===== config.mk =====
export PLATFORM = sky130hd
export DESIGN_NAME = fccm_out
export DESIGN_NICKNAME = d
export VERILOG_FILES = /design/src/sv/fccm_pkg.sv /design/src/sv/fccm_out.sv
export SDC_FILE = /design/constraint.sdc
export NUM_CORES = 1
export LEC_CHECK = 0
export ABC_AREA = 1
export BUFFER_PORTS_ARGS = -buffer_cell sky130_fd_sc_hd__buf_2
export CAP_MARGIN = 20
export CORE_MARGIN = 2
export CORE_UTILIZATION = 42
export CTS_BUF_LIST = sky130_fd_sc_hd__clkbuf_4 sky130_fd_sc_hd__clkbuf_8 sky130_fd_sc_hd__clkbuf_16
export CTS_CLUSTER_DIAMETER = 100
export DETAILED_ROUTE_END_ITERATION = 10
export MAX_ROUTING_LAYER = met4
export PLACE_DENSITY = 0.81
export SYNTH_ARGS = -nofsm -noshare
export SYNTH_HDL_FRONTEND = slang
export SYNTH_SLANG_ARGS = --single-unit

===== constraint.sdc =====
create_clock -name clk_i -period 4.7 [get_ports clk_i]
set_clock_uncertainty 0.1 [all_clocks]
set_input_delay 0.235 -clock clk_i [delete_from_list [all_inputs] [get_ports clk_i]]
set_output_delay 0.235 -clock clk_i [all_outputs]
set_load 0.1 [all_outputs]

===== src/sv/fccm_pkg.sv =====
// Shared types and constants for the FAT cluster chain manager.
// No dependencies; imported by every module of the block except fccm_ram.
package fccm_pkg;

  // Table geometry
  localparam int unsigned TABLE_ENTRIES      = 2304;
  localparam int unsigned FIRST_DATA_CLUSTER = 2;
  localparam int unsigned ADDR_W             = $clog2(TABLE_ENTRIES);
  localparam int unsigned SCAN_W             = $clog2(TABLE_ENTRIES + 1);
  localparam int unsigned LINK_W             = 16;

  localparam logic [LINK_W-1:0] TABLE_LIMIT    = LINK_W'(TABLE_ENTRIES);
  localparam logic [LINK_W-1:0] LINK_FREE      = 16'h0000;
  localparam logic [LINK_W-1:0] LINK_END       = 16'hFFFF;
  localparam logic [LINK_W-1:0] MAX_LEN_RESET  = 16'd2880;

  // Command codes
  localparam logic [2:0] CMD_LOAD   = 3'd0;
  localparam logic [2:0] CMD_READ   = 3'd1;
  localparam logic [2:0] CMD_ALLOC  = 3'd2;
  localparam logic [2:0] CMD_EXTEND = 3'd3;
  localparam logic [2:0] CMD_FREE   = 3'd4;
  localparam logic [2:0] CMD_WALK   = 3'd5;

  typedef enum logic [1:0] {
    ST_OK      = 2'd0,
    ST_NOFREE  = 2'd1,
    ST_TOOLONG = 2'd2,
    ST_RANGE   = 2'd3
  } status_e;

  // One result transaction
  typedef struct packed {
    status_e             status;
    logic [LINK_W-1:0]   result_cluster;
    logic [LINK_W-1:0]   chain_count;
  } result_t;

  // Request to the link table memory
  typedef struct packed {
    logic              we;
    logic [ADDR_W-1:0] waddr;
    logic [LINK_W-1:0] wdata;
    logic              re;
    logic [ADDR_W-1:0] raddr;
  } ram_req_t;

endpackage


===== src/sv/fccm_out.sv =====
// Output register stage: holds one finished result transaction so the
// sequencer can take the next command. Depends on fccm_pkg.
module fccm_out
  import fccm_pkg::*;
(
  input  logic    clk_i,
  input  logic    rst_ni,
  input  logic    res_valid_i,
  output logic    res_ready_o,
  input  result_t res_i,
  output logic    out_valid_o,
  input  logic    out_ready_i,
  output result_t out_o
);

  logic    valid_q, valid_d;
  result_t data_q;

  assign res_ready_o = !valid_q || out_ready_i;

  // Fill when empty or draining, drop when taken
  always_comb begin
    valid_d = valid_q;
    if (res_valid_i && res_ready_o) begin
      valid_d = 1'b1;
    end else if (out_ready_i) begin
      valid_d = 1'b0;
    end
  end

  always_ff @(posedge clk_i or negedge rst_ni) begin
    if (!rst_ni) begin
      valid_q <= 1'b0;
    end else begin
      valid_q <= valid_d;
    end
  end

  always_ff @(posedge clk_i) begin
    if (res_valid_i && res_ready_o) begin
      data_q <= res_i;
    end
  end

  assign out_valid_o = valid_q;
  assign out_o       = data_q;

endmodule


==> metrics.txt <==
commonest non-fill, non-tap cell in the layout=buf_2; Nets=193; max cap viols=0; Leak=0.000814 uW; ordered cell list for the critical path=a21oi_4; CTS clk-pin slew, worst paths=0.09 ns; die outline area=0.00296 sq mm; Die Wd=54.4 um; total gr overflow=0; setup bufs post-CTS=0; DRC viols=0; post-route ant nets=0; largest net degree at the start of global routing=35; Setup crit start kind=flip-flop; first-pass GRT wire length=3390 um; post-synth top area share=95.8%; Layout fillers=143; via count=778; status=completed; Synth Area in Compound Gates=0.469%; Die H=54.4 um; Final Slew Violations=0; cell area after synthesis=0.00107 sq mm; Max stage delay cell, worst path=a21oi_4; FF+latch count, synth=35; number of global-route vias before repair=699; post-place setup slack=2.98 ns; fin crit period=1.74 ns; # clock sinks=35; Core Area=0.00243 sq mm; post-synthesis sequential area ratio=98.1%; CP bufs+invs=0; Port Buffer Count=73; final WL=2710 um; Hold Crit Class=in2reg; Site Rows=18; hpwl dp=1590 um; CTS tree=built; Clock Latency Late Sink=0.31 ns; CP peak stage delay=0.82 ns; Ports=74; initial core utilization=43.8%; dominant cell type by area after synthesis=edfxtp_1; drt pass-1 iters=4; synthesized area per cell=26.7 sq um; Tcrit/Tclk final=37.0%; Longest Clk Path Bufs=2; CP arrival=1.58 ns; Setup TNS=0 ns; Peak Freq=574 MHz; CP endpoint kind=flip-flop; Layout area overhead=75.9%; Yosys cell types=5; vias per std cell=4.23; fin area=0.00188 sq mm; initial antenna violation count=0; CP required=4.54 ns; Slew @ Worst Pin=1.02 ns; diode count=0; RePlAce Congestion=0.628; post-synthesis mux area share=0%; RSZ-0062 raised after global routing=false; All-Layer GR Usage=18.9%; WL/cell=14.7 um; most frequent cells in the layout=73 x buf_2, 35 x dlygate4sd3_1, 34 x edfxtp_1, 6 x clkbuf_4; Yosys warning total=0; Syn Inst Count=40; Max IR drop VDD=0.000251 V; H-tree level count=2; fin worst setup slack=2.96 ns; Num CTS Buffers=5; Final setup violation count=0; Final Hold Fails=0; Synth area leaders=edfxtp_1 96%, dfrtp_1 2.3%, inv_1 0.70%; Mapped Nets=78; final core utilization=77.1%; clk root buf=clkbuf_4; Rel. slew slack=31.6%; main combinational cell family by area after synthesis=buffers and inverters; CP top delay family=compound AO/OA/AOI/OAI gates; Synth Area in Simple Gates=0.704%; post-synthesis adder-cell area fraction=0%; pwr/cell area=371 mW/mm^2; Crit Path Class=reg2reg; CP Max Fanout=34; drt first-iter violations=9; xor/xnor share of the synthesized area=0%; total power=696 uW; layout cells sized above 1=51.9%; DP Area=0.00148 sq mm
[cells by family after synthesis]
kind of cell | Yosys count
flip-flops | 35
AND/OR/NAND/NOR | 2
buffers and inverters | 2
AO/OA/AOI/OAI | 1
[metrics by stage]
stage          instances  hold WS [ns]
4_1_cts              184        0.0450
6_report             184        0.0852
5_1_grt              184        0.0671
3_5_place_dp         143       -0.0863
2_1_floorplan         40        -0.161
3_3_place_gp         143       -0.0900
[repair_timing]
item,in CTS,in global routing
hold endpoints to repair,35,0
hold buffers,35,0
gates resized for setup,0,0
[synth_stat cells]
library cell,number
inv_1,2
nand2_1,2
dfrtp_1,1
a21oi_1,1
edfxtp_1,34
[worst paths after layout]
path	from	to	slack, ns	cells past startpoint
worst max-delay path	out_valid_o	out_o[12]	2.96	1
worst min-delay path	res_valid_i	out_valid_o	0.09	3
worst max register to register	out_valid_o	out_o[12]	2.96	1
worst min register to register	out_valid_o	out_valid_o	0.52	2
max in group asynchronous	rst_ni	out_valid_o	4.30	2
min in group asynchronous	rst_ni	out_valid_o	0.11	2
[power by group]
part | internal [uW] | switching, uW | total [uW]
Clock | 58.9 | 82.0 | 141
Sequential | 363 | 4.48 | 367
Combinational | 41.2 | 146 | 187
Total | 463 | 232 | 696
[state kept, by name, indices dropped and copies added (netlist names)]
name         flops
out_valid_o      1
out_o           34
[layout make-up]
type / count / area [sq um] / share of cell area (%)
well taps: 30 / 37.5 / 2.00
inverters: 2 / 7.51 / 0.400
multi-input cells: 3 / 23.8 / 1.27
repair buffers: 108 / 716 / 38.2
flip-flops and latches: 35 / 1050 / 55.8
clock buffers: 6 / 45.0 / 2.40
[layer usage]
metal  track usage, %  vias up  routed length, um  part of all wire, %
li1                 -      384                  -                    -
met1             17.5      332               1000                   37
met2             32.5       58               1380                   51
met3             6.83        4                282                   10
met4             12.5        0                 44                  1.6
met5                -        -                  0                    0
Power figures use the tool's default switching activity.
