### config.mk
export PLATFORM = sky130hd
export DESIGN_NAME = fccm_ram
export DESIGN_NICKNAME = d
export VERILOG_FILES = /design/src/sv/fccm_ram.sv
export SDC_FILE = /design/constraint.sdc
export NUM_CORES = 2
export LEC_CHECK = 0
export BUFFER_PORTS_ARGS = -buffer_cell sky130_fd_sc_hd__buf_4
export CAP_MARGIN = 25
export CORE_MARGIN = 2
export CORE_UTILIZATION = 24
export DETAILED_ROUTE_END_ITERATION = 10
export PLACE_DENSITY_LB_ADDON = 0.2
export SKIP_CTS_REPAIR_TIMING = 1
export SLEW_MARGIN = 40
export SYNTH_ARGS = -nofsm -noshare
export SYNTH_HDL_FRONTEND = slang
export SYNTH_SLANG_ARGS = --single-unit
### constraint.sdc
create_clock -name clk_i -period 2.7 [get_ports clk_i]
set_input_delay 0.27 -clock clk_i [delete_from_list [all_inputs] [get_ports clk_i]]
set_output_delay 0.27 -clock clk_i [all_outputs]
set_load 0.05 [all_outputs]
### src/sv/fccm_ram.sv
// Generic simple dual-port RAM: one write port, one read port, registered read.
// No dependencies.
module fccm_ram #(
  parameter int unsigned WIDTH = 16,
  parameter int unsigned DEPTH = 256
) (
  input  logic                     clk_i,
  input  logic                     we_i,
  input  logic [$clog2(DEPTH)-1:0] waddr_i,
  input  logic [WIDTH-1:0]         wdata_i,
  input  logic                     re_i,
  input  logic [$clog2(DEPTH)-1:0] raddr_i,
  output logic [WIDTH-1:0]         rdata_o
);

  logic [WIDTH-1:0] mem_q [DEPTH];
  logic [WIDTH-1:0] rdata_q;

  // Write and registered read
  always_ff @(posedge clk_i) begin
    if (we_i) begin
      mem_q[waddr_i] <= wdata_i;
    end
    if (re_i) begin
      rdata_q <= mem_q[raddr_i];
    end
  end

  assign rdata_o = rdata_q;

endmodule

==> results.toml <==
[status]
violations = "setup timing"
status = "finished with violations"

[setup_path]
crit_end = "rdata_o[15]"
reg2reg_depth = 6
end_kind = "flop"
r2r-end = "rdata_o[15]"
crit_path_start_kind = "input port"
required_ns = 3.42
path_buf_inv = 6
crit_top_cell = "buf_4"
crit_arrival_ns = 3.67
criticalPathCategory = "input port to flop"
cpMaxStageDelayCell = "nor4_4"
path_cells = "buf_16 -> buf_4 -> buf_4 -> buf_4 -> mux2i_1 -> o221ai_1 -> a21oi_1 -> o31ai_2 -> buf_12 -> o32ai_4 -> buf_6 -> nor4_4"
cp_max_fo = 14
critPathMaxStageDelay_ns = 0.57
regToRegSetupSlack_ns = -0.22
path_delay_family = "buffers and inverters"
reg2reg_from = "mem_q[63][15]"
worstSetupStartpoint = "raddr_i[0]"
worst-path-stages = 12

[final_layout]
stdcell_count = 17755
multi_input_area_mm2 = 0.0338
n_fill_cell = 64049
area_growth_pct = 23.3
layout-drive-gt1-share_pct = 33.6
nNetsFinal = 8700
ff_latch_area_mm2 = 0.123
final_cell_area_mm2 = 0.196

[sta]
hold_viol_final = 0
max-slew-margin-rel_pct = 40.6
drv_slew = 0
timing.fmax_ghz = 0.339
rsz0062_at_grt = "true"
worst-slew-pin-transition_ns = 0.884
hold_ws_ns = 0.0415
period_share_pct = 109
tns_ns = -0.254
setup_viol = 1
worst_slack_ns = -0.254
skew_ns = 0.102
layout_min_cycle_time_ns = 2.95

[clock_network]
cts_buffers = 446
clk_pin_slew_ns = 0.06
clock_path_buffers = 4
clock_latency_ns = 1.10
cts_max_level = 5
cts.sinks = 4112
cts_tree = "done"
clock-root-buffer = "clkbuf_16"

[pwr]
swShare_pct = 22.5
p_seq_share_pct = 50.3
vdd.ir_drop.worst_uv = 687
power.density_mw_per_mm2 = 716
combPwrFrac_pct = 6.1
clkPwrFrac_pct = 43.5
leakage_nw = 62.4
power_switching_mw = 31.6
p_int_mw = 109

[yosys]
synthFlopType = "edfxtp_1"
synth_edf_count = 4112
synth_cell_types = 51
yosys-top-cells-count = "edfxtp_1, mux4_2, mux2i_1"
synth.avg_cell_area_um2 = 21.6
synth_nets = 7395
postSynthCellCount = 7360
synth_largest_area_cell = "edfxtp_1"
syn_area_mm2 = 0.159
yosysMostFrequentCell = "edfxtp_1"
synth-seq-area-share_pct = 77.7
ys.warnings.count = 0
ys_top_cells_by_area = "edfxtp_1, mux4_2, mux2i_1, o221ai_1, nor2_1"
ys_ff_latch = 4112
netlist.area_leader.share_pct = 77.7
ys_async_sr_fraction_pct = 0

[global_routing]
grt_max_degree = 100
grt_pass1_wl_um = 710000
antenna_found_initial = 35
track_usage_pct = 15.0
overflow = 0
grt_pass1_vias = 83925

[placed_design]
hpwl_um = 336000
place_inst = 16896
routabilityCongestion = 0.826
dpl-instance-area_mm2 = 0.181
io_buffers = 50

[floorplan]
ios = 51
dieArea_mm2 = 0.669
rows = 298
fp.dieW_um = 818
start_util_pct = 24.1
fp.dieH_um = 818
core_area_mm2 = 0.659

[detailed_routing]
wl_per_cell_um = 29.2
drc = 0
drt.antenna.violating_nets = 0
num_vias = 81613
drtPass1Iterations = 6
wirelength_um = 518000
avgViaCountPerCell = 4.60
first_iter_violations = 8666

[hold_path]
hp-class = "input port to flop"

[flow_run]
cap_violations = 0
-- power by group through the flow --
stage | Sequential [mW] | Combinational [mW] | Clock, mW
global route | 70.5 | 9.04 | 64.9
detailed placement | 71.9 | 8.58 | 0
finish | 70.5 | 8.61 | 61.0
global placement | 71.9 | 8.46 | 0
CTS | 70.5 | 8.60 | 62.5
floorplan | 71.9 | 3.47 | 0
-- worst min-delay path, cell delays in order --
cell	delay, ns
buf_4	0.20
nand3_2	0.13
nor2_1	0.05
buf_4	0.22
-- final cells by class --
cell class | instances | area share, %
timing repair buffer | 1309 | 6.66
multi-input combinational | 2792 | 17.3
sequential | 4112 | 63.0
clock buffer | 528 | 5.88
clock inverter | 293 | 1.58
inverter | 4 | 0.0141
tap | 8700 | 5.56
antenna | 17 | 0.0217
-- logic make-up (layout without fill, tap and decap cells) --
group | Yosys count | count (layout) | share of synthesized area [%]
muxes | 1450 | 1450 | 15.5
AOI/OAI and AO/OA | 786 | 786 | 3.53
buffers and inverters | 456 | 2134 | 1.69
and+or+nand+nor | 556 | 556 | 1.57
DFF | 4112 | 4112 | 77.7
other | 0 | 17 | 0
-- per-stage QoR --
step	util, %	worst slack [ns]	total power [mW]
after floorplan	-	0.181	75.4
after global placement	27.4	-2.33	80.3
after detailed placement	27.4	-1.40	80.5
after CTS	29.6	-0.673	142
after global routing	29.7	-0.250	144
final	29.7	-0.254	140
-- cells in the final DEF (no fill, tap or decap), types with 9 or more instances in the layout --
cell / netlist / final
nand3_1: 35 / 26
o221ai_1: 252 / 252
a22oi_1: 43 / 41
o21ai_0: 37 / 37
a211oi_1: 18 / 18
clkinv_2: 0 / 86
nor2b_1: 9 / 9
nor2_1: 304 / 155
nand4_1: 26 / 26
buf_4: 26 / 1026
nor4_1: 17 / 11
clkbuf_16: 0 / 449
bufinv_16: 0 / 46
mux2i_1: 565 / 565
a22o_1: 32 / 21
mux2_2: 88 / 84
a21oi_1: 175 / 175
o22ai_1: 148 / 148
clkinv_16: 0 / 21
nand2_1: 38 / 36
nand3_2: 0 / 9
buf_12: 5 / 234
a221oi_1: 28 / 18
edfxtp_1: 4112 / 4112
nor3_2: 0 / 9
clkinvlp_4: 0 / 12
nor2_2: 0 / 148
diode_2: 0 / 17
mux4_2: 797 / 797
o31ai_2: 0 / 9
o32ai_4: 0 / 15
clkbuf_1: 230 / 80
clkinv_1: 0 / 116
buf_8: 11 / 18
and3_1: 11 / 11
dlygate4sd3_1: 0 / 21
nor3_1: 92 / 82
-- worst min path at each step --
stage | from | endpoint | cells past startpoint
2_1_floorplan | wdata_i[0] | mem_q[0][0] | 0
3_3_place_gp | wdata_i[11] | mem_q[111][11] | 1
3_5_place_dp | wdata_i[11] | mem_q[111][11] | 1
4_1_cts | wdata_i[9] | mem_q[59][9] | 1
5_1_grt | we_i | mem_q[134][13] | 4
6_report | we_i | mem_q[134][13] | 4
-- flip-flops by register name (all words and copies together) (netlist names) --
| signal | cells |
|---|---|
| rdata_o | 16 |
| mem_q | 4096 |
-- routing by layer --
| layer | wire [um] | global-route usage [%] | vias to the layer above |
|---|---|---|---|
| met4 | 13100 | 3.76 | 0 |
| met5 | 0 | 0 | - |
| met3 | 25800 | 1.94 | 603 |
| met1 | 231000 | 21.0 | 44635 |
| met2 | 248000 | 24.9 | 2329 |
| li1 | - | - | 34046 |
No activity file was read; power rests on OpenSTA's default activity.
