`src/sv/fccm_pkg.sv`:
```
// Shared types and constants for the FAT cluster chain manager.
// No dependencies; imported by every module of the block except fccm_ram.
package fccm_pkg;

  // Table geometry
  localparam int unsigned TABLE_ENTRIES      = 2304;
  localparam int unsigned FIRST_DATA_CLUSTER = 2;
  localparam int unsigned ADDR_W             = $clog2(TABLE_ENTRIES);
  localparam int unsigned SCAN_W             = $clog2(TABLE_ENTRIES + 1);
  localparam int unsigned LINK_W             = 16;

  localparam logic [LINK_W-1:0] TABLE_LIMIT    = LINK_W'(TABLE_ENTRIES);
  localparam logic [LINK_W-1:0] LINK_FREE      = 16'h0000;
  localparam logic [LINK_W-1:0] LINK_END       = 16'hFFFF;
  localparam logic [LINK_W-1:0] MAX_LEN_RESET  = 16'd2880;

  // Command codes
  localparam logic [2:0] CMD_LOAD   = 3'd0;
  localparam logic [2:0] CMD_READ   = 3'd1;
  localparam logic [2:0] CMD_ALLOC  = 3'd2;
  localparam logic [2:0] CMD_EXTEND = 3'd3;
  localparam logic [2:0] CMD_FREE   = 3'd4;
  localparam logic [2:0] CMD_WALK   = 3'd5;

  typedef enum logic [1:0] {
    ST_OK      = 2'd0,
    ST_NOFREE  = 2'd1,
    ST_TOOLONG = 2'd2,
    ST_RANGE   = 2'd3
  } status_e;

  // One result transaction
  typedef struct packed {
    status_e             status;
    logic [LINK_W-1:0]   result_cluster;
    logic [LINK_W-1:0]   chain_count;
  } result_t;

  // Request to the link table memory
  typedef struct packed {
    logic              we;
    logic [ADDR_W-1:0] waddr;
    logic [LINK_W-1:0] wdata;
    logic              re;
    logic [ADDR_W-1:0] raddr;
  } ram_req_t;

endpackage

```
`src/sv/fccm_seq.sv`:
```
// Command sequencer: decodes a command and runs its read-modify-write steps
// on the link table. Depends on fccm_pkg.
module fccm_seq
  import fccm_pkg::*;
(
  input  logic              clk_i,
  input  logic              rst_ni,
  input  logic              in_valid_i,
  output logic              in_ready_o,
  input  logic [2:0]        cmd_i,
  input  logic [LINK_W-1:0] cluster_i,
  input  logic [LINK_W-1:0] link_value_i,
  input  logic [LINK_W-1:0] max_len_i,
  output ram_req_t          ram_o,
  input  logic [LINK_W-1:0] rd_data_i,
  output logic              res_valid_o,
  input  logic              res_ready_i,
  output result_t           res_o
);

  localparam logic [3:0] S_IDLE  = 4'd0;
  localparam logic [3:0] S_DISP  = 4'd1;
  localparam logic [3:0] S_RDATA = 4'd2;
  localparam logic [3:0] S_EXT   = 4'd3;
  localparam logic [3:0] S_SCAN  = 4'd4;
  localparam logic [3:0] S_LINK  = 4'd5;
  localparam logic [3:0] S_WCHK  = 4'd6;
  localparam logic [3:0] S_WDAT  = 4'd7;
  localparam logic [3:0] S_DONE  = 4'd8;

  logic [3:0]        state_q, state_d;
  logic [2:0]        cmd_q, cmd_d;
  logic [LINK_W-1:0] cl_q, cl_d;
  logic [LINK_W-1:0] lv_q, lv_d;
  logic              skip_en_q, skip_en_d;
  logic [SCAN_W-1:0] iss_q, iss_d;
  logic [ADDR_W-1:0] chk_q, chk_d;
  logic              chk_vld_q, chk_vld_d;
  logic [LINK_W-1:0] cur_q, cur_d;
  logic [LINK_W-1:0] cnt_q, cnt_d;
  logic [LINK_W-1:0] last_q, last_d;
  result_t           res_q, res_d;

  logic              in_range;
  logic [ADDR_W-1:0] cl_idx;
  logic              scan_hit;

  assign in_range = cl_q < TABLE_LIMIT;
  assign cl_idx   = cl_q[ADDR_W-1:0];
  assign scan_hit = chk_vld_q && (rd_data_i == LINK_FREE) &&
                    !(skip_en_q && (chk_q == cl_idx));

  assign in_ready_o  = (state_q == S_IDLE);
  assign res_valid_o = (state_q == S_DONE);
  assign res_o       = res_q;

  // Next-state and memory request logic
  always_comb begin
    state_d   = state_q;
    cmd_d     = cmd_q;
    cl_d      = cl_q;
    lv_d      = lv_q;
    skip_en_d = skip_en_q;
    iss_d     = iss_q;
    chk_d     = chk_q;
    chk_vld_d = chk_vld_q;
    cur_d     = cur_q;
    cnt_d     = cnt_q;
    last_d    = last_q;
    res_d     = res_q;
    ram_o     = '0;

    unique case (state_q)
      S_IDLE: begin
        if (in_valid_i) begin
          cmd_d   = cmd_i;
          cl_d    = cluster_i;
          lv_d    = link_value_i;
          state_d = S_DISP;
        end
      end

      S_DISP: begin
        res_d = '0;
        unique case (cmd_q)
          CMD_LOAD: begin
            if (!in_range) begin
              res_d.status = ST_RANGE;
            end else begin
              ram_o.we    = 1'b1;
              ram_o.waddr = cl_idx;
              ram_o.wdata = lv_q;
            end
            state_d = S_DONE;
          end
          CMD_READ: begin
            if (!in_range) begin
              res_d.status = ST_RANGE;
              state_d      = S_DONE;
            end else begin
              ram_o.re    = 1'b1;
              ram_o.raddr = cl_idx;
              state_d     = S_RDATA;
            end
          end
          CMD_ALLOC: begin
            skip_en_d = 1'b0;
            iss_d     = SCAN_W'(FIRST_DATA_CLUSTER);
            chk_vld_d = 1'b0;
            state_d   = S_SCAN;
          end
          CMD_EXTEND: begin
            if (!in_range) begin
              res_d.status = ST_RANGE;
              state_d      = S_DONE;
            end else begin
              ram_o.re    = 1'b1;
              ram_o.raddr = cl_idx;
              state_d     = S_EXT;
            end
          end
          CMD_FREE, CMD_WALK: begin
            cur_d   = cl_q;
            cnt_d   = '0;
            last_d  = '0;
            state_d = S_WCHK;
          end
          default: begin
            state_d = S_DONE;
          end
        endcase
      end

      // Return the entry value
      S_RDATA: begin
        res_d.result_cluster = rd_data_i;
        state_d              = S_DONE;
      end

      // Tail link: return it, or start a scan that skips the tail
      S_EXT: begin
        if ((rd_data_i == LINK_FREE) || (rd_data_i == LINK_END)) begin
          skip_en_d = 1'b1;
          iss_d     = SCAN_W'(FIRST_DATA_CLUSTER);
          chk_vld_d = 1'b0;
          state_d   = S_SCAN;
        end else begin
          res_d.result_cluster = rd_data_i;
          state_d              = S_DONE;
        end
      end

      // Pipelined free-entry scan: issue one read, check the previous one
      S_SCAN: begin
        priority if (scan_hit) begin
          ram_o.we             = 1'b1;
          ram_o.waddr          = chk_q;
          ram_o.wdata          = LINK_END;
          res_d.result_cluster = LINK_W'(chk_q);
          state_d              = (cmd_q == CMD_EXTEND) ? S_LINK : S_DONE;
        end else if (iss_q < SCAN_W'(TABLE_ENTRIES)) begin
          ram_o.re    = 1'b1;
          ram_o.raddr = iss_q[ADDR_W-1:0];
          chk_d       = iss_q[ADDR_W-1:0];
          chk_vld_d   = 1'b1;
          iss_d       = iss_q + SCAN_W'(1);
        end else begin
          res_d.status = ST_NOFREE;
          state_d      = S_DONE;
        end
      end

      // Link the tail to the new cluster
      S_LINK: begin
        ram_o.we    = 1'b1;
        ram_o.waddr = cl_idx;
        ram_o.wdata = res_q.result_cluster;
        state_d     = S_DONE;
      end

      // Chain walk: decide whether to follow the current cluster
      S_WCHK: begin
        res_d.result_cluster = last_q;
        res_d.chain_count    = cnt_q;
        priority if ((cur_q == LINK_FREE) || (cur_q == LINK_END)) begin
          res_d.status = ST_OK;
          state_d      = S_DONE;
        end else if (cur_q >= TABLE_LIMIT) begin
          res_d.status = ST_RANGE;
          state_d      = S_DONE;
        end else if (cnt_q >= max_len_i) begin
          res_d.status = ST_TOOLONG;
          state_d      = S_DONE;
        end else begin
          ram_o.re    = 1'b1;
          ram_o.raddr = cur_q[ADDR_W-1:0];
          state_d     = S_WDAT;
        end
      end

      // Advance along the chain; zero the link when freeing
      S_WDAT: begin
        if (cmd_q == CMD_FREE) begin
          ram_o.we    = 1'b1;
          ram_o.waddr = cur_q[ADDR_W-1:0];
          ram_o.wdata = LINK_FREE;
        end
        last_d  = cur_q;
        cnt_d   = cnt_q + LINK_W'(1);
        cur_d   = rd_data_i;
        state_d = S_WCHK;
      end

      S_DONE: begin
        if (res_ready_i) begin
          state_d = S_IDLE;
        end
      end

      default: begin
        state_d = S_IDLE;
      end
    endcase
  end

  // Control state
  always_ff @(posedge clk_i or negedge rst_ni) begin
    if (!rst_ni) begin
      state_q   <= S_IDLE;
      chk_vld_q <= 1'b0;
    end else begin
      state_q   <= state_d;
      chk_vld_q <= chk_vld_d;
    end
  end

  // Command and working registers
  always_ff @(posedge clk_i) begin
    cmd_q     <= cmd_d;
    cl_q      <= cl_d;
    lv_q      <= lv_d;
    skip_en_q <= skip_en_d;
    iss_q     <= iss_d;
    chk_q     <= chk_d;
    cur_q     <= cur_d;
    cnt_q     <= cnt_d;
    last_q    <= last_d;
    res_q     <= res_d;
  end

endmodule

```
`config.mk`:
```
export PLATFORM = sky130hd
export DESIGN_NAME = fccm_seq
export DESIGN_NICKNAME = d
export VERILOG_FILES = /design/src/sv/fccm_pkg.sv /design/src/sv/fccm_seq.sv
export SDC_FILE = /design/constraint.sdc
export NUM_CORES = 1
export LEC_CHECK = 0
export BUFFER_PORTS_ARGS = -buffer_cell sky130_fd_sc_hd__buf_4
export CELL_PAD_IN_SITES_DETAIL_PLACEMENT = 0
export CELL_PAD_IN_SITES_GLOBAL_PLACEMENT = 1
export CORE_MARGIN = 2
export CORE_UTILIZATION = 47
export DETAILED_ROUTE_END_ITERATION = 12
export GPL_TIMING_DRIVEN = 0
export MAX_ROUTING_LAYER = met4
export PLACE_DENSITY_LB_ADDON = 0.1
export SKIP_LAST_GASP = 1
export SYNTH_ARGS = -nofsm -noshare
export SYNTH_HDL_FRONTEND = slang
export SYNTH_SLANG_ARGS = --single-unit
```
`constraint.sdc`:
```
create_clock -name clk_i -period 11.4 [get_ports clk_i]
set_input_delay 1.71 -clock clk_i [delete_from_list [all_inputs] [get_ports clk_i]]
set_output_delay 1.71 -clock clk_i [all_outputs]
set_load 0.05 [all_outputs]
```
==> results of run 1 <==
-- state kept, by name, summed over array words and instances (netlist names), 3 cells and up --
signal / cells
chk_q: 12
cl_q: 16
cmd_q: 3
cnt_q: 16
cur_q: 16
iss_q: 12
last_q: 16
lv_q: 16
res_o: 34
state_q: 4
-- through the flow --
| step | utilization, % | hold slack (ns) | worst slack, ns | power (uW) |
|---|---|---|---|---|
| 4_1_cts | 61.6 | 0.535 | 5.44 | 2160 |
| 3_3_place_gp | 57.3 | 0.498 | 4.84 | 1590 |
| 3_5_place_dp | 57.8 | 0.521 | 5.44 | 1610 |
| 6_report | 61.6 | 0.536 | 5.45 | 2160 |
| 2_1_floorplan | - | 0.469 | 6.24 | 1350 |
| 5_1_grt | 61.6 | 0.557 | 5.27 | 2250 |
-- layout make-up --
type / count / area (um^2)
fillers: 1208 / 5850
flip-flops and latches: 147 / 4390
plain buffers: 32 / 146
repair buffers: 151 / 1170
clock buffers: 18 / 429
inverters: 45 / 169
clock inverters: 14 / 153
well taps: 211 / 264
multi-input cells: 394 / 2680
-- critical path, delay by kind of cell --
kind | cells | cell delay (ns)
compound gates | 1 | 0.20
buf+inv | 4 | 0.98
simple gates | 4 | 1.35
-- kinds of logic (layout without fill, tap and decap cells) --
| kind of cell | after synthesis | count (layout) | share of synthesized area (%) |
|---|---|---|---|
| flops | 147 | 147 | 59.6 |
| simple gates | 234 | 234 | 16.5 |
| xor+xnor | 34 | 34 | 4.04 |
| buf+inv | 77 | 260 | 4.28 |
| compound gates | 108 | 108 | 12.5 |
| fa+ha+maj | 18 | 18 | 3.06 |
-- worst min-delay path by stage --
| stage | from | to | slack, ns |
|---|---|---|---|
| final | last_q[13]$_SDFFCE_PN0P_ | res_o[29]$_DFFE_PP_ | 0.54 |
| after global routing | last_q[13]$_SDFFCE_PN0P_ | res_o[29]$_DFFE_PP_ | 0.56 |
| after CTS | chk_vld_q$_DFFE_PN0P_ | chk_vld_q$_DFFE_PN0P_ | 0.54 |
| after detailed placement | last_q[15]$_SDFFCE_PN0P_ | res_o[31]$_DFFE_PP_ | 0.52 |
| after global placement | chk_vld_q$_DFFE_PN0P_ | chk_vld_q$_DFFE_PN0P_ | 0.50 |
| after floorplan | chk_vld_q$_DFFE_PN0P_ | chk_vld_q$_DFFE_PN0P_ | 0.47 |
-- where the power goes --
group | internal (uW) | switching, uW
clock | 324 | 227
combinational | 225 | 510
sequential | 773 | 97.8
-- layout by cell type, fill, tap and decap left out, types with 12 or more instances in the layout --
| cell | count |
|---|---|
| sky130_fd_sc_hd__and3_1 | 25 |
| sky130_fd_sc_hd__a222oi_1 | 24 |
| sky130_fd_sc_hd__buf_4 | 150 |
| sky130_fd_sc_hd__clkbuf_16 | 17 |
| sky130_fd_sc_hd__nor2_1 | 41 |
| sky130_fd_sc_hd__nand4_1 | 15 |
| sky130_fd_sc_hd__a21o_1 | 12 |
| sky130_fd_sc_hd__a221o_1 | 16 |
| sky130_fd_sc_hd__inv_1 | 45 |
| sky130_fd_sc_hd__ha_1 | 18 |
| sky130_fd_sc_hd__clkbuf_1 | 23 |
| sky130_fd_sc_hd__nand2_1 | 69 |
| sky130_fd_sc_hd__xor2_1 | 14 |
| sky130_fd_sc_hd__nand3_1 | 13 |
| sky130_fd_sc_hd__and2_1 | 20 |
| sky130_fd_sc_hd__xnor2_1 | 20 |
| sky130_fd_sc_hd__a22o_1 | 14 |
| sky130_fd_sc_hd__edfxtp_1 | 142 |
-- routing by layer --
layer	routed length, um	GRT usage (%)
met1	8950	35.2
met2	9350	38.8
met4	277	6.01
met5	0	-
met3	1650	6.07
==> impl_summary.md, run 1 <==
Floorplanning
In this run the vertical extent of the chip is 129 um. The number of I/O pins is 149. The floorplan step defined a die boundary enclosing 0.0167 mm^2.

The effective utilization at floorplan is 48.3%. The floorplan step set the die width to 129 um. The region available for standard cell placement spans 0.0153 mm^2.

The number of placement rows is 45.

Global routing
Entering global routing, the biggest net connects 36 pins. The first-pass GRT wire length is 30800 um. The initial antenna violation count is 0.

Across every metal layer, demand over resource in global routing totals 25.6%. After global routing the overflow that remains totals 0. The number of global-route vias before repair is 5559.

Logic synthesis
Dividing the synthesized area by the synthesized cell count gives 11.9 um^2. The share of synthesized area occupied by flip-flops and latches is 59.6%. The predominant post-synthesis flop cell is sky130_fd_sc_hd__edfxtp_1.

The fraction of synthesis flops using an asynchronous set or reset pin is 3.40%. The count of flip-flops with a built-in enable after synthesis is 142. The number of nets in the synthesized netlist is 707. The count of different cell masters after synthesis is 62. The number of warnings issued by yosys is 0. The mapped cell area is 0.00737 mm^2. The largest total area in the synthesized netlist belongs to sky130_fd_sc_hd__edfxtp_1.

The cell with the most instances after synthesis is sky130_fd_sc_hd__edfxtp_1. By area the synthesized netlist is led by sky130_fd_sc_hd__edfxtp_1, sky130_fd_sc_hd__nand2_1, sky130_fd_sc_hd__a222oi_1. The commonest cells after synthesis are sky130_fd_sc_hd__edfxtp_1, sky130_fd_sc_hd__nand2_1, sky130_fd_sc_hd__inv_1. The synthesized design contains 147 register bits. Summed over its instances, the top area cell type makes up 57.9% of the synthesized netlist area. The number of standard cells after synthesis is 618.

Clock network
Counting along the longest clock path gives a buffer depth of 2. Clock-pin slew was measured on the worst setup and hold paths at 0.06 ns. The H-tree was split into 4 levels. TritonCTS built the clock tree. The number of CTS-inserted buffers is 17. Once the clock tree was built, the resizer swapped 0 gates to a different size. The tree built by TritonCTS fans out to 147 sinks. For the worst-skew pair, the clock arrives at the later sink with an insertion delay of 0.43 ns. After clock tree synthesis, the setup repair step added 0 buffers.

The clock tree root driver cell is sky130_fd_sc_hd__clkbuf_16. The count of hold buffers inserted by post-cts repair is 0.

Critical path
Of all nets on the critical path, the largest fanout is 10. The destination of the worst register-to-register timing path is iss_q[8]$_SDFFCE_PN0P_. By startpoint and endpoint, the worst setup path is classified as input pin to output port. Following the worst setup path forward leads to its endpoint at ram_o[34]. Data on the critical path arrives at its endpoint at 4.24 ns. The critical path launch point type is an input pin. The largest single stage delay on the critical path is 0.56 ns. STA puts the critical path data required time at 9.69 ns. The worst setup path startpoint is rd_data_i[3]. Among the stages of the critical path, the cell type that occurs most often is sky130_fd_sc_hd__buf_4. For flop-to-flop paths, the worst setup slack is 8.22 ns. The worst register-to-register path begins at cl_q[8]$_DFFE_PP_. For this design, the slowest cell found on the critical path is sky130_fd_sc_hd__clkbuf_1. The critical path goes through buf_4, nor4_1, nand4_1, or2_1, nor3_2, clkbuf_1, a222oi_1, inv_1, buf_4.

The cell count of the worst reg-to-reg path is 6. The element type at the critical path end is an output port.

Place
The number of cells after detailed placement is 980. The HPWL after detailed placement is 15500 um. The weighted congestion reported at the end of routability-driven placement is 0.935. The count of buffers added on input and output ports is 148. After detailed placement, the total cell area comes to 0.00882 mm^2.

STA
After layout, the worst path uses 52.2% of the clock period. The time the final worst path needs with I/O delays and setup is 5.95 ns. The top achievable clock speed is 168 MHz.

For the final routed database, the setup TNS stands at 0 ns. The count of final hold-check violations was 0. The clock skew after layout is 0.0100 ns.

Setup violations remaining at the end of the flow were counted as 0. The max-slew violation count is 0. In this run the tightest slew margin relative to its limit is 18.2%. For the pin with the worst max-slew slack, the measured transition is 1.23 ns.

Setup repair after global routing left no endpoint under its margin.

Cells and area
0 antenna diodes ended up in the layout. After routing the design area is 0.00941 mm^2. For this run, the post-layout net count is 877. The synthesis-to-layout area growth is 27.7%. Of the cells placed in the final design, the portion with a size suffix greater than 1 is 26.2%. Leaving out filler cells and counting taps, the final layout contains 1012.

Drt
In this run, the number of DRC markers left after iteration 0 of detailed routing was 574. For this run, design rule violations remaining after detail routing come to 0. Summed over all layers, the routed wires come to 20200 um.

The first detailed-routing pass took 6 iterations. The total number of vias is 5702. The detail route stage leaves a number of antenna-violating nets equal to 0. The final routed wire length divided by cell count is 20.0 um.

Dividing the detail-routed via count by the number of cells gives 5.63.

Power
The maximum vdd ir drop is 0.000188 V. Summed over all cells, the static leakage comes to 0.00401 uW. Power spread over the standard cell area amounts to 229 mW/mm^2.

Min path
In this run the worst hold path is classified as flop to flop. The worst hold path depth is 1.

Run status
The flow ran to the end, and the final reports show no timing, DRC or antenna violations.

Job
Max-cap violations in this run came to 0.
(Power assumes the default switching activity.)
==> run 2, diff against run 1 <==
CORE_UTILIZATION = 40   (was 47)
clock period = 4.95 ns   (was 11.4 ns; I/O delays follow)
==> run 2 against run 1 <==
Net effect: final area decreased by 0.40%; worst hold slack worse by 0.43 ns; via count down 0.39%; critical path type is now flop to output port; critical endpoint is now ram_o[39]; highest routed layer unchanged.
==> impl_summary.md, run 2 (synthesis gave the netlist of run 1 again) <==
Floorplanning
The number of placement rows came to 49 (was 45). The effective utilization at floorplan is 40.9% (was 48.3%). The die footprint is 0.0195 mm^2 (was 0.0167 mm^2). The overall die width is 140 um (was 129 um).

The core outline area was 0.0180 mm^2 (was 0.0153 mm^2). The y dimension of the die is 140 um (was 129 um). The number of I/O pins is 149 (unchanged).

Cells and area
The commonest non-fill, non-tap cell in the layout is sky130_fd_sc_hd__buf_4 (unchanged). The post-route core utilization is 52.0% (was 61.6%). Commonest cells after routing, fill and taps aside: sky130_fd_sc_hd__buf_4, sky130_fd_sc_hd__edfxtp_1, sky130_fd_sc_hd__nand2_1, sky130_fd_sc_hd__inv_1, sky130_fd_sc_hd__nor2_1 (unchanged). The flip-flop count of the largest register after layout is 34 (unchanged). The final standard cell count with taps included and fillers excluded is 1030 (was 1012).

The number of filler instances in the final layout came to 1665 (was 1208). The fraction of layout instances using a drive strength above 1 is 25.8% (was 26.2%). The number of antenna repair diodes is 0 (unchanged). The post-layout net count is 877 (unchanged).

The synthesis-to-layout area growth came to 27.2% (was 27.7%).

Global routing
The total routing resource utilization after global routing came to 22.2% (was 25.6%). The overall overflow remaining after global route is 0 (unchanged). The initial antenna violation count is 0 (unchanged).

The largest net degree at the start of global routing was 36 (unchanged). The number of global-route vias before repair was 5612 (was 5559). The first-pass GRT wire length is 32200 um (was 30800 um).

Critical path
The critical path's largest stage delay is 0.98 ns (was 0.56 ns). CP cell instances: o31ai_1, nand4_1, nor4_2, or2_2, buf_2, a222oi_1, inv_1, buf_4 (was buf_4, nor4_1, nand4_1, or2_1, nor3_2, clkbuf_1, a222oi_1, inv_1, buf_4). The highest-delay cell along the critical path was sky130_fd_sc_hd__nor4_2 (was sky130_fd_sc_hd__clkbuf_1). The highest net fanout along the worst path is 10 (unchanged). The element type at the critical path end is an output port (unchanged). The critical path data required time is 4.21 ns (was 9.69 ns). The critical path launch point type is a flop (was input pin). The arrival time reported for the critical path endpoint is 3.51 ns (was 4.24 ns). The type of the worst setup path was flop to output port (was input pin to output port).

Job
The number of max-cap violations is 0 (unchanged).

STA
Unrepaired setup endpoints after global routing: false (unchanged). The total negative setup slack is 0 ns (unchanged). The minimum hold slack is 0.111 ns (was 0.536 ns). The transition time at the pin with the least slew margin came to 1.29 ns (was 1.23 ns). The clock skew after layout is 0.0136 ns (was 0.0100 ns).

The top achievable clock speed is 235 MHz. The worst relative slew slack is 14.1% (was 18.2%). The count of final hold-check violations is 0 (unchanged). The routed design could run at a clock period as short as 4.25 ns.

The portion of the clock cycle consumed by the worst path in the final layout is 85.9%. The number of failing setup endpoints in the final timing report was 0 (unchanged). The max-slew violation count is 0 (unchanged).

Clock network
The number of H-tree levels was 4 (unchanged). The maximum buffer depth of the clock tree is 2 (unchanged). The clock latency reported for the late side of the worst-skew pair is 0.42 ns (was 0.43 ns). The total clock sinks is 147 (unchanged).

The number of instances resized during post-cts repair was 0 (unchanged). The post-CTS repair timing setup buffer count is 0 (unchanged). The clock transition at the register clock pins on the worst setup and hold paths after CTS was 0.07 ns (was 0.06 ns).

The clock tree root driver cell is sky130_fd_sc_hd__clkbuf_16 (unchanged). The count of hold buffers inserted by post-cts repair is 0 (unchanged). The TritonCTS clock tree is done (unchanged).

The number of CTS-inserted buffers is 17 (unchanged).

Power
The maximum vdd ir drop was 0.000549 V (was 0.000188 V). The final total power came to 4850 uW (was 2160 uW). The total power divided by cell area came to 518 mW/mm^2 (was 229 mW/mm^2). The static leakage is 0.00397 uW (was 0.00401 uW).

Drt
The starting DRC count in detailed routing is 570 (was 574). The final routed wire length divided by cell count is 20.5 um (was 20.0 um). The total routed wirelength was 21100 um (was 20200 um). The number of search-and-repair iterations in the first detailed-routing pass is 7 (was 6). The total number of vias was 5680 (was 5702). The remaining antenna violation count after routing is 0 (unchanged).

The number of design rule violations left after detail routing is 0 (unchanged). The average via count per standard cell is 5.51 (was 5.63).

Place
The placed wire-length estimate after detailed placement came to 16300 um (was 15500 um). The weighted congestion reported at the end of routability-driven placement is 0.892 (was 0.935). The number of buffer cells added on primary ports is 148 (unchanged).

The number of cells after detailed placement was 998 (was 980).

Run status
Status: completed (unchanged).

Min path
The path class of the lowest-slack min-delay path is input pin to asynchronous set/reset pin (was flop to flop).
==> run 2: per-layer routing <==
layer	routed length, um	up-vias	global-route usage [%]	share of wire [%]
met3	1410	14	4.96	6.6
met4	187	0	4.37	0.88
met1	9870	2745	31.3	47
met2	9690	246	33.4	46
li1	-	2675	-	-
met5	0	-	-	0
==> run 2: power breakdown <==
part / internal (uW) / total [uW] / switching [uW]
Clock: 632 / 1140 / 510
Sequential: 1780 / 2010 / 228
Combinational: 523 / 1700 / 1180
Total: 2940 / 4850 / 1920
==> run 2: final cells by class <==
class	count	area, um^2	share of cell area (%)
clock buffer	17	425	4.54
tap	229	287	3.06
inverter	45	169	1.80
timing repair buffer	151	1180	12.6
buffer	32	146	1.56
multi-input combinational	394	2680	28.6
sequential	147	4390	46.8
clock inverter	15	92.6	0.988
==> run 2: final timing paths <==
| kind | from | endpoint | slack, ns | cells after the start |
|---|---|---|---|---|
| max | cl_q[9]$_DFFE_PP_ | ram_o[39] | 0.70 | 8 |
| min | rst_ni | chk_vld_q$_DFFE_PN0P_ | 0.11 | 1 |
| max reg2reg | cl_q[8]$_DFFE_PP_ | iss_q[10]$_SDFFCE_PN0P_ | 1.67 | 6 |
| min reg2reg | last_q[14]$_SDFFCE_PN0P_ | res_o[30]$_DFFE_PP_ | 0.53 | 1 |
| max in group asynchronous | rst_ni | state_q[2]$_DFFE_PN0P_ | 4.72 | 1 |
| min in group clk_i | cmd_i[2] | cmd_q[2]$_DFFE_PP_ | 0.50 | 1 |
==> run 2: through the flow <==
step / cell area [um^2] / setup slack (ns)
6_report: 9370 / 0.697
5_1_grt: 9370 / 0.583
4_1_cts: 9370 / 0.689
3_5_place_dp: 8850 / 0.830
3_3_place_gp: 8760 / -1.68
2_1_floorplan: 7370 / 0.134
==> run 2: critical path, delay by kind of cell, from the launching register on <==
kind                   cells  cell delay [ns]
AOI/OAI and AO/OA          2             0.58
buffers and inverters      3             0.51
DFF                        1             0.51
and+or+nand+nor            3             1.49
